### src/sv/ssa_pkg.sv
package ssa_pkg;

  // default geometry
  localparam int LINE_COUNT_DEF = 240;
  localparam int VIEW_WIDTH_DEF = 320;

  // field widths
  localparam int OP_W       = 2;
  localparam int COORD_W    = 11;
  localparam int LINE_IN_W  = 8;
  localparam int HORIZON_W  = 10;
  localparam int WIN_W      = 10;
  localparam int CFG_W      = 8;
  localparam int CFG_IDX_W  = 1;

  // internal widths: column/row arithmetic and stored span ends
  localparam int CALC_W     = 13;
  localparam int SPAN_W     = 11;
  localparam int LIMIT_W    = 10;

  // request operations
  typedef enum logic [OP_W-1:0] {
    OP_CLEAR_ALL = 2'd0,
    OP_CLEAR_BOX = 2'd1,
    OP_ADD_QUAD  = 2'd2,
    OP_READ_LINE = 2'd3
  } op_t;

  // configuration register indexes
  localparam logic [CFG_IDX_W-1:0] REG_LINE_CENTER   = 1'd0;
  localparam logic [CFG_IDX_W-1:0] REG_COLUMN_ORIGIN = 1'd1;

  localparam logic [CFG_W-1:0] LINE_CENTER_RESET   = 8'd120;
  localparam logic [CFG_W-1:0] COLUMN_ORIGIN_RESET = 8'd0;

  // shut window and empty span encodings
  localparam logic [WIN_W-1:0]  SHUT_START  = 10'h3ff;
  localparam logic [WIN_W-1:0]  SHUT_END    = 10'h000;
  localparam logic [SPAN_W-1:0] LEFT_EMPTY  = 11'h7ff;
  localparam logic [SPAN_W-1:0] RIGHT_EMPTY = 11'h7ff;

  // controller to datapath commands
  typedef struct packed {
    logic box_clear;
    logic quad_load;
    logic clr_start;
    logic clr_write;
    logic q_read;
    logic q_write;
    logic rd_read;
    logic out_load;
  } ssa_cmd_t;

  // datapath to controller status
  typedef struct packed {
    logic quad_go;
    logic line_end;
    logic line_last;
  } ssa_sts_t;

endpackage

### src/sv/ssa_ctrl.sv
module ssa_ctrl import ssa_pkg::*; (
  input  logic            clk,
  input  logic            rst_n,
  input  logic            in_valid,
  input  logic [OP_W-1:0] in_operation,
  output logic            in_ready,
  input  logic            out_ready,
  output logic            out_valid,
  input  ssa_sts_t        sts,
  output ssa_cmd_t        cmd
);

  typedef enum logic [2:0] {
    S_CLEAR,
    S_IDLE,
    S_QUAD,
    S_DRAIN,
    S_READ
  } state_t;

  state_t state_r, state_nxt;
  logic   wb_r, wb_nxt;
  logic   out_valid_r, out_valid_nxt;
  logic   accept;

  assign in_ready  = (state_r == S_IDLE);
  assign out_valid = out_valid_r;
  assign accept    = in_valid && in_ready;

  // next state and commands
  always_comb begin
    state_nxt = state_r;
    cmd       = '0;
    unique case (state_r)
      S_CLEAR: begin
        cmd.clr_write = 1'b1;
        if (sts.line_last) begin
          state_nxt = S_IDLE;
        end
      end
      S_IDLE: begin
        if (accept) begin
          unique case (op_t'(in_operation))
            OP_CLEAR_ALL: begin
              cmd.box_clear = 1'b1;
              cmd.clr_start = 1'b1;
              state_nxt     = S_CLEAR;
            end
            OP_CLEAR_BOX: begin
              cmd.box_clear = 1'b1;
            end
            OP_ADD_QUAD: begin
              cmd.quad_load = 1'b1;
              if (sts.quad_go) begin
                state_nxt = S_QUAD;
              end
            end
            OP_READ_LINE: begin
              cmd.rd_read = 1'b1;
              state_nxt   = S_READ;
            end
          endcase
        end
      end
      S_QUAD: begin
        cmd.q_read = 1'b1;
        if (sts.line_end) begin
          state_nxt = S_DRAIN;
        end
      end
      S_DRAIN: begin
        state_nxt = S_IDLE;
      end
      S_READ: begin
        if (!out_valid_r || out_ready) begin
          cmd.out_load = 1'b1;
          state_nxt    = S_IDLE;
        end
      end
      default: begin
        state_nxt = S_IDLE;
      end
    endcase
    cmd.q_write = wb_r;
  end

  // write-back comes in the cycle after each span read
  assign wb_nxt = cmd.q_read;

  // result register valid
  always_comb begin
    priority if (cmd.out_load) begin
      out_valid_nxt = 1'b1;
    end else if (out_ready) begin
      out_valid_nxt = 1'b0;
    end else begin
      out_valid_nxt = out_valid_r;
    end
  end

  always_ff @(posedge clk) begin
    if (!rst_n) begin
      state_r     <= S_CLEAR;
      wb_r        <= 1'b0;
      out_valid_r <= 1'b0;
    end else begin
      state_r     <= state_nxt;
      wb_r        <= wb_nxt;
      out_valid_r <= out_valid_nxt;
    end
  end

`ifndef SYNTH
  // no request is taken while a span write-back is pending
  a_wb_blocks_input: assert property (@(posedge clk) disable iff (!rst_n)
    wb_r |-> !in_ready)
    else $error("request taken during span write-back");

  // the result register is never overwritten while it still holds a result
  a_no_overwrite: assert property (@(posedge clk) disable iff (!rst_n)
    (cmd.out_load && out_valid_r) |-> out_ready)
    else $error("result overwritten before it was taken");

  // the last span read is always followed by its write-back
  a_last_line_written: assert property (@(posedge clk) disable iff (!rst_n)
    (state_r == S_QUAD && sts.line_end) |=> (state_r == S_DRAIN && wb_r))
    else $error("last span line not written back");

  // the clear sweep runs until the last line
  a_clear_sweep: assert property (@(posedge clk) disable iff (!rst_n)
    (state_r == S_CLEAR && !sts.line_last) |=> (state_r == S_CLEAR))
    else $error("clear sweep ended early");
`endif

endmodule

### config.mk
export PLATFORM = sky130hd
export DESIGN_NAME = ssa_ctrl
export DESIGN_NICKNAME = d
export VERILOG_FILES = /design/src/sv/ssa_pkg.sv /design/src/sv/ssa_ctrl.sv
export SDC_FILE = /design/constraint.sdc
export NUM_CORES = 1
export LEC_CHECK = 0
export ABC_AREA = 1
export BUFFER_PORTS_ARGS = -buffer_cell sky130_fd_sc_hd__buf_2
export CAP_MARGIN = 20
export CORE_AREA = 2 2 39 41
export DETAILED_ROUTE_END_ITERATION = 12
export DIE_AREA = 0 0 41 43
export PLACE_DENSITY = 0.5
export SYNTH_ARGS = -nofsm -noshare
export SYNTH_HDL_FRONTEND = slang
export SYNTH_SLANG_ARGS = --single-unit
### constraint.sdc
create_clock -name clk -period 2.95 [get_ports clk]
set_input_delay 0.295 -clock clk [delete_from_list [all_inputs] [get_ports clk]]
set_output_delay 0.295 -clock clk [all_outputs]
set_load 0.02 [all_outputs]
Word-level counts from Yosys, hierarchy flattened
Cells that the tools add are included.

word-level totals
  output and inout port bits = 10
  input port bits = 9
  logic and storage cells = 44
  register bits = 5

cells by class
  multiplexer cells = 21
  equal/unequal tests = 12
  reduce and logical (&&, ||, !) cells = 8

operators with widths
  operator                                                          number
  3-bit two-way mux                                                 7
  1-bit two-way mux                                                 12
  3-bit one-hot mux with 4 select lines                             1
  3-bit one-hot mux with 3 select lines                             1
  2-bit != test (second input constant)                             3
  6-bit AND reduction                                               1
  2-bit == test (second input constant)                             2
  4-bit by 1-bit != test with 1-bit output (second input constant)  1
  3-bit by 1-bit == test with 1-bit output (second input constant)  1
  3-bit by 2-bit == test with 1-bit output (second input constant)  1
  3-bit == test (second input constant)                             1
  3-bit logical NOT                                                 1
  3-bit != test (second input constant)                             1
  2-bit by 1-bit == test with 1-bit output (second input constant)  1
  2-bit logical NOT                                                 1
  2-bit by 1-bit != test with 1-bit output (second input constant)  1
  2-bit nonzero test                                                1
  2-bit OR reduction                                                1
  1-bit logical AND                                                 1
  1-bit logical NOT                                                 1
  1-bit logical OR                                                  1

Logic depth before layout (Yosys ltp)
Gate-level depths: netlist (run 1).

  word-level depth = 5
  mapped depth = 9
  gate-level depth less buffers = 9

Worst setup path after synthesis (run 1)
No wires, ideal clock.

  path type = register -> output
  start = reg state_r[0]
  end = out cmd[5] (netlist name)
  stages on the path, launching flop included = 5
  path buffers = 0
  required time = 2.655 ns
  arrival = 1.393 ns
  slack = 1.262 ns
  cell sequence = dfxtp_1 > inv_2 > nor3_4 > nand2_1 > nor3_1

RTL lines
  element                 RTL line         RTL
  start, declared         ssa_ctrl.sv:21   state_t state_r, state_nxt;
  start signal, assigned  ssa_ctrl.sv:107  state_r <= state_nxt;
  end, declared           ssa_ctrl.sv:10   output ssa_cmd_t cmd

==> reports/qor.yml, run 1 <==
run_status:
  status: "finished, final reports clean"
timing:
  fin_crit_sh_pct: 58.0
  finClkSkew_ns: 0.00163
  relSlewSlack_pct: 81.6
  fmax_mhz: 584
  period_needed_ns: 1.71
  worst_pin_slew_ns: 0.275
  slew_violations: 0
  setup_viol: 0
  final_hold_viol_count: 0
  final.setup.tns_ns: 0
  fin_ws_ns: 1.24
  rsz0062_at_grt: "no"
logic_synthesis:
  synth_seq_cells: 5
  ys_types: 19
  yosysSeqAreaShare_pct: 27.1
  syn_nets: 66
  yosysWarnings: 0
  synth.cell_area_um2: 369
  syn-instance-count: 57
  syn_avg_cell_area_um2: 6.48
setup_path:
  critPathLaunchType: "flip-flop"
  r2r_slack_ns: 1.76
  crit_end: "cmd[5]"
  worstPathMaxFanout: 6
  r2r_start: "out_valid"
  r2r_cells: 9
  critPathBufInv: 2
  cp_slowest_cell: "dfxtp_1"
  crit_path_start: "state_r[0]"
  cp.arrival_ns: 1.42
  required_ns: 2.65
  critPathKind: "reg -> out"
  regToRegEndpoint: "state_r[1]"
  end_kind: "output pin"
  cpPeakStageDelay_ns: 0.43
  path_cells: "inv_2 -> nor3_4 -> nand2_1 -> nor3_1 -> buf_2"
  cp.depth: 5
  cp_top_family: "simple AND/OR/NAND/NOR gates"
clock_tree:
  cts_tree: "built"
  htree_num_levels: 1
  clock_latency_ns: 0.24
  clockBufferDepth: 2
  cts.sinks: 5
  root_buffer: "clkbuf_4"
  cts_buffers: 3
  path_clk_slew_ns: 0.04
  cts_hold_buf: 0
  postCtsResizedCells: 0
  cts_setup_buffers: 0
detailed_routing:
  dr.pass1.iters: 4
  ant_nets: 0
  wl_um: 785
  drt_iter0_drc: 3
  vias: 389
  routed_via_density: 4.23
  drt-wirelength-per-cell_um: 8.53
  drc: 0
placed_design:
  pre_cts_slack_ns: 1.50
  portBuffers: 18
  place_inst: 88
  dp_hpwl_um: 639
  routabilityCongestion: 0.738
global_routing:
  met1_usage_pct: 9.39
  grt.busiest_layer: "met2"
  use_met3_pct: 2.09
  grt_pass1_wl_mm: 1.15
  antenna_found_initial: 0
  grt_pass1_vias: 346
  grt_max_degree: 7
  grt-ovfl-total: 0
  use_met2_pct: 15.9
  grt_use_total_pct: 10.3
worst_hold_path:
  min_path_cells: 3
  holdCritPathClass: "in -> reg"
power:
  power_switching_mw: 0.108
  combPwrFrac_pct: 38.6
  seqPwrFrac_pct: 32.6
  cellLeakagePower_nw: 0.282
  power_density_mw_per_mm2: 563
  ir_drop_mv: 0.153
  power.internal_mw: 0.164
  switching_share_pct: 39.6
  power_mw: 0.272
  power.clock.fraction_pct: 28.8
finish:
  regArea_um2: 100
  drive_above_1_share_pct: 42.1
  layout_commonest_cell: "buf_2"
  multi_input_area_um2: 186
  instances_no_fill: 92
  syn2layout_area_growth_pct: 30.8
  mostFrequentLayoutCells: "buf_2 (18), inv_1 (11), nor2_1 (8)"
  nFillCells: 167
  antenna_cells: 0
  layout.nets: 86
die:
  ios: 19
  coreArea_mm2: 0.00138
  die_w_um: 41
  start_util_pct: 26.7
  die-area_mm2: 0.00176
  num_rows: 14
  die_y_um: 43
run:
  maxCapViolations: 0
[synth_stat cells, drive strengths merged]
library cell	instances	share of area, %
a21oi	2	2.7
buf	3	6.1
clkinv	1	1.0
dfxtp	5	27
inv	15	15
nand2	9	11
nand3	2	4.1
nand3b	2	4.1
nand4	2	3.4
nor2	9	9.8
nor3	4	9.8
nor4	1	3.4
o21ai	2	2.7
[registers in the layout (all words and copies together) (netlist names)]
signal,count
out_valid,1
state_r,3
wb_r,1
[metal layers]
metal	vias up	wire length, µm	share of wire [%]
met5	-	0	0
met4	0	0	0
met3	0	63	8.0
met2	18	399	51
met1	163	322	41
li1	208	-	-
[how the worst min path moves through the flow]
stage,from,end,slack (ns)
finish,rst_n,state_r[0],0.30
global route,rst_n,state_r[0],0.32
CTS,rst_n,state_r[0],0.30
detailed placement,rst_n,state_r[0],0.56
global placement,rst_n,state_r[0],0.56
floorplan,rst_n,state_r[0],0.43
[worst reg2reg max path: cells and delay by family (launching register included)]
family / cells / cell delay (ns)
buffers and inverters: 3 / 0.19
and+or+nand+nor: 5 / 0.53
AOI/OAI and AO/OA: 1 / 0.07
DFF: 1 / 0.31
[cell type report]
class | instances | share of cell area (%)
inverters | 16 | 12.4
multi-input cells | 33 | 38.6
well taps | 16 | 4.15
clock buffers | 4 | 5.44
flip-flops and latches | 5 | 20.7
repair buffers | 18 | 18.7
[metrics by stage]
step           area, µm²  utilization [%]  hold slack, ns
3_5_place_dp         457             33.0           0.556
3_3_place_gp         457             33.0           0.556
4_1_cts              483             34.9           0.297
5_1_grt              483             34.9           0.319
6_report             483             34.9           0.304
2_1_floorplan        369                -           0.430
[power groups by stage]
stage	clock, mW	combinational (mW)	sequential [mW]
finish	0.0784	0.105	0.0886
global route	0.0867	0.118	0.0889
CTS	0.0838	0.106	0.0885
detailed placement	0	0.106	0.0894
global placement	0	0.107	0.0891
floorplan	0	0.0825	0.0879
[cell families after synthesis]
kind of cell | Yosys count | share of synthesized area (%)
flip-flops | 5 | 27.1
AND/OR/NAND/NOR | 29 | 45.1
buffers and inverters | 19 | 22.4
AO/OA/AOI/OAI | 4 | 5.42
(Power assumes the default switching activity.)
==> run 2: changes to the inputs <==
==> constraint.sdc (replaced) <==
create_clock -name clk -period 1.73 [get_ports clk]
set_input_delay 0.173 -clock clk [delete_from_list [all_inputs] [get_ports clk]]
set_output_delay 0.173 -clock clk [all_outputs]
set_load 0.02 [all_outputs]
==> run 2 against run 1 <==
Register-to-register slack lost 1.2 ns; final cell count grew 1.1%; sequential power grew 72%; clock-buffer cell count is the same; highest routed layer unchanged; clock skew is essentially flat; worst setup slack lost 1.1 ns; wire length grew 0.76%; critical endpoint unchanged; die area is the same; design area grew 1.8%; sequential share of layout area shrank 0.11 points.
==> reports/qor.yml, run 2 (same netlist as run 1, synthesis figures left out) <==
timing:
  final.setup.tns_ns: 0
  holdWs_ns: 0.179
  period_needed_ns: 1.55
  setup_viol: 0
  worst_pin_slew_ns: 0.276
  relSlewSlack_pct: 81.6
  fmax_mhz: 646
  finClkSkew_ns: 0.00163
  fin_crit_sh_pct: 89.5
  fin_ws_ns: 0.181
  rsz0062_at_grt: "no"
  final_hold_viol_count: 0
  slew_violations: 0
setup_path:
  r2r_slack_ns: 0.54
  end_kind: "output pin"
  cp.arrival_ns: 1.38
  critPathLaunchType: "flip-flop"
  worstPathMaxFanout: 5
  r2r_start: "out_valid"
  crit_path_start: "state_r[0]"
  critPathKind: "reg -> out"
  required_ns: 1.56
power:
  cellLeakagePower_nw: 0.287
  switching_share_pct: 39.1
  combPwrFrac_pct: 39.8
  ir_drop_mv: 0.264
  seqPwrFrac_pct: 32.1
  power_switching_mw: 0.185
  power.internal_mw: 0.289
  power_density_mw_per_mm2: 965
  power.clock.fraction_pct: 28.2
global_routing:
  grt_max_degree: 7
  antenna_found_initial: 0
  grt-ovfl-total: 0
  grt_pass1_wl_mm: 1.15
  grt_pass1_vias: 346
  grt_use_total_pct: 10.3
die:
  die-area_mm2: 0.00176
  die_w_um: 41
  ios: 19
  start_util_pct: 26.7
  die_y_um: 43
  coreArea_mm2: 0.00138
  num_rows: 14
finish:
  syn2layout_area_growth_pct: 33.2
  final_core_util_pct: 35.5
  largest_register_ffs: 3
  layout.nets: 87
  largest-register: "state_r"
  mostFrequentLayoutCells: "buf_2 (18), inv_1 (11), nor2_1 (8)"
  instances_no_fill: 93
  drive_above_1_share_pct: 44.2
  antenna_cells: 0
  layout_commonest_cell: "buf_2"
placed_design:
  pre_cts_slack_ns: 0.405
  dp_hpwl_um: 639
  routabilityCongestion: 0.738
  portBuffers: 18
  place_inst: 88
clock_tree:
  cts_buffers: 3
  cts.sinks: 5
  cts_tree: "built"
  htree_num_levels: 1
  path_clk_slew_ns: 0.04
  root_buffer: "clkbuf_4"
  clock_latency_ns: 0.24
  clockBufferDepth: 2
detailed_routing:
  drt_iter0_drc: 3
  wl_um: 791
  ant_nets: 0
  routed_via_density: 4.22
  wl_met2_um: 395
  drc: 0
  dr.pass1.iters: 5
  drt-wirelength-per-cell_um: 8.51
  vias: 392
  wl_met3_um: 62
  topRoutingLayerUsed: "met3"
  wl_met1_um: 333
worst_hold_path:
  min_from: "rst_n"
  holdCritPathClass: "in -> reg"
run:
  maxCapViolations: 0
run_status:
  status: "finished, final reports clean"
## run 2: cell count changes in the layout (fill, tap and decap cells not counted), sizes merged
cell / change
buf: +1
## run 2: per-layer routing
metal / vias up / global-route usage [%]
met5: - / 0
met4: 0 / 12.0
met3: 0 / 2.09
met2: 18 / 15.9
met1: 164 / 9.39
li1: 210 / -
## run 2: what timing repair did
| item | in CTS | in global routing |
|---|---|---|
| setup buffers | 0 | 1 |
| hold endpoints to repair | 0 | 0 |
| gates resized for setup | 0 | 1 |
| setup endpoints to repair | 0 | 1 |
| hold buffers | 0 | 0 |
## run 2: worst paths after layout
kind | end | cells past startpoint
max reg2reg | state_r[1] | 9
max | cmd[5] | 5
min reg2reg | out_valid | 4
min | state_r[0] | 3
## run 2: power groups by stage
stage | sequential, mW | combinational, mW | clock (mW)
global route | 0.153 | 0.210 | 0.148
finish | 0.152 | 0.189 | 0.134
global placement | 0.152 | 0.182 | 0
floorplan | 0.150 | 0.141 | 0
detailed placement | 0.152 | 0.180 | 0
CTS | 0.151 | 0.181 | 0.143
## run 2: worst max-delay path, stage by stage (launching register included)
cell and delay, ns:
dfxtp_2 0.38, inv_2 0.07, nor3_4 0.25, nand2_1 0.13, nor3_1 0.13, buf_2 0.19
## run 2: stage by stage
stage / area (µm²) / power (mW)
after floorplan: 369 / 0.290
after global placement: 457 / 0.334
after detailed placement: 457 / 0.333
after CTS: 483 / 0.475
after global routing: 492 / 0.510
final: 492 / 0.475
## run 2: cell type report
class / count / area (µm²)
fill: 166 / 892
multi-input combinational: 33 / 186
sequential: 5 / 101
timing repair buffer: 19 / 97.6
inverter: 16 / 60.1
clock buffer: 4 / 26.3
tap: 16 / 20.0
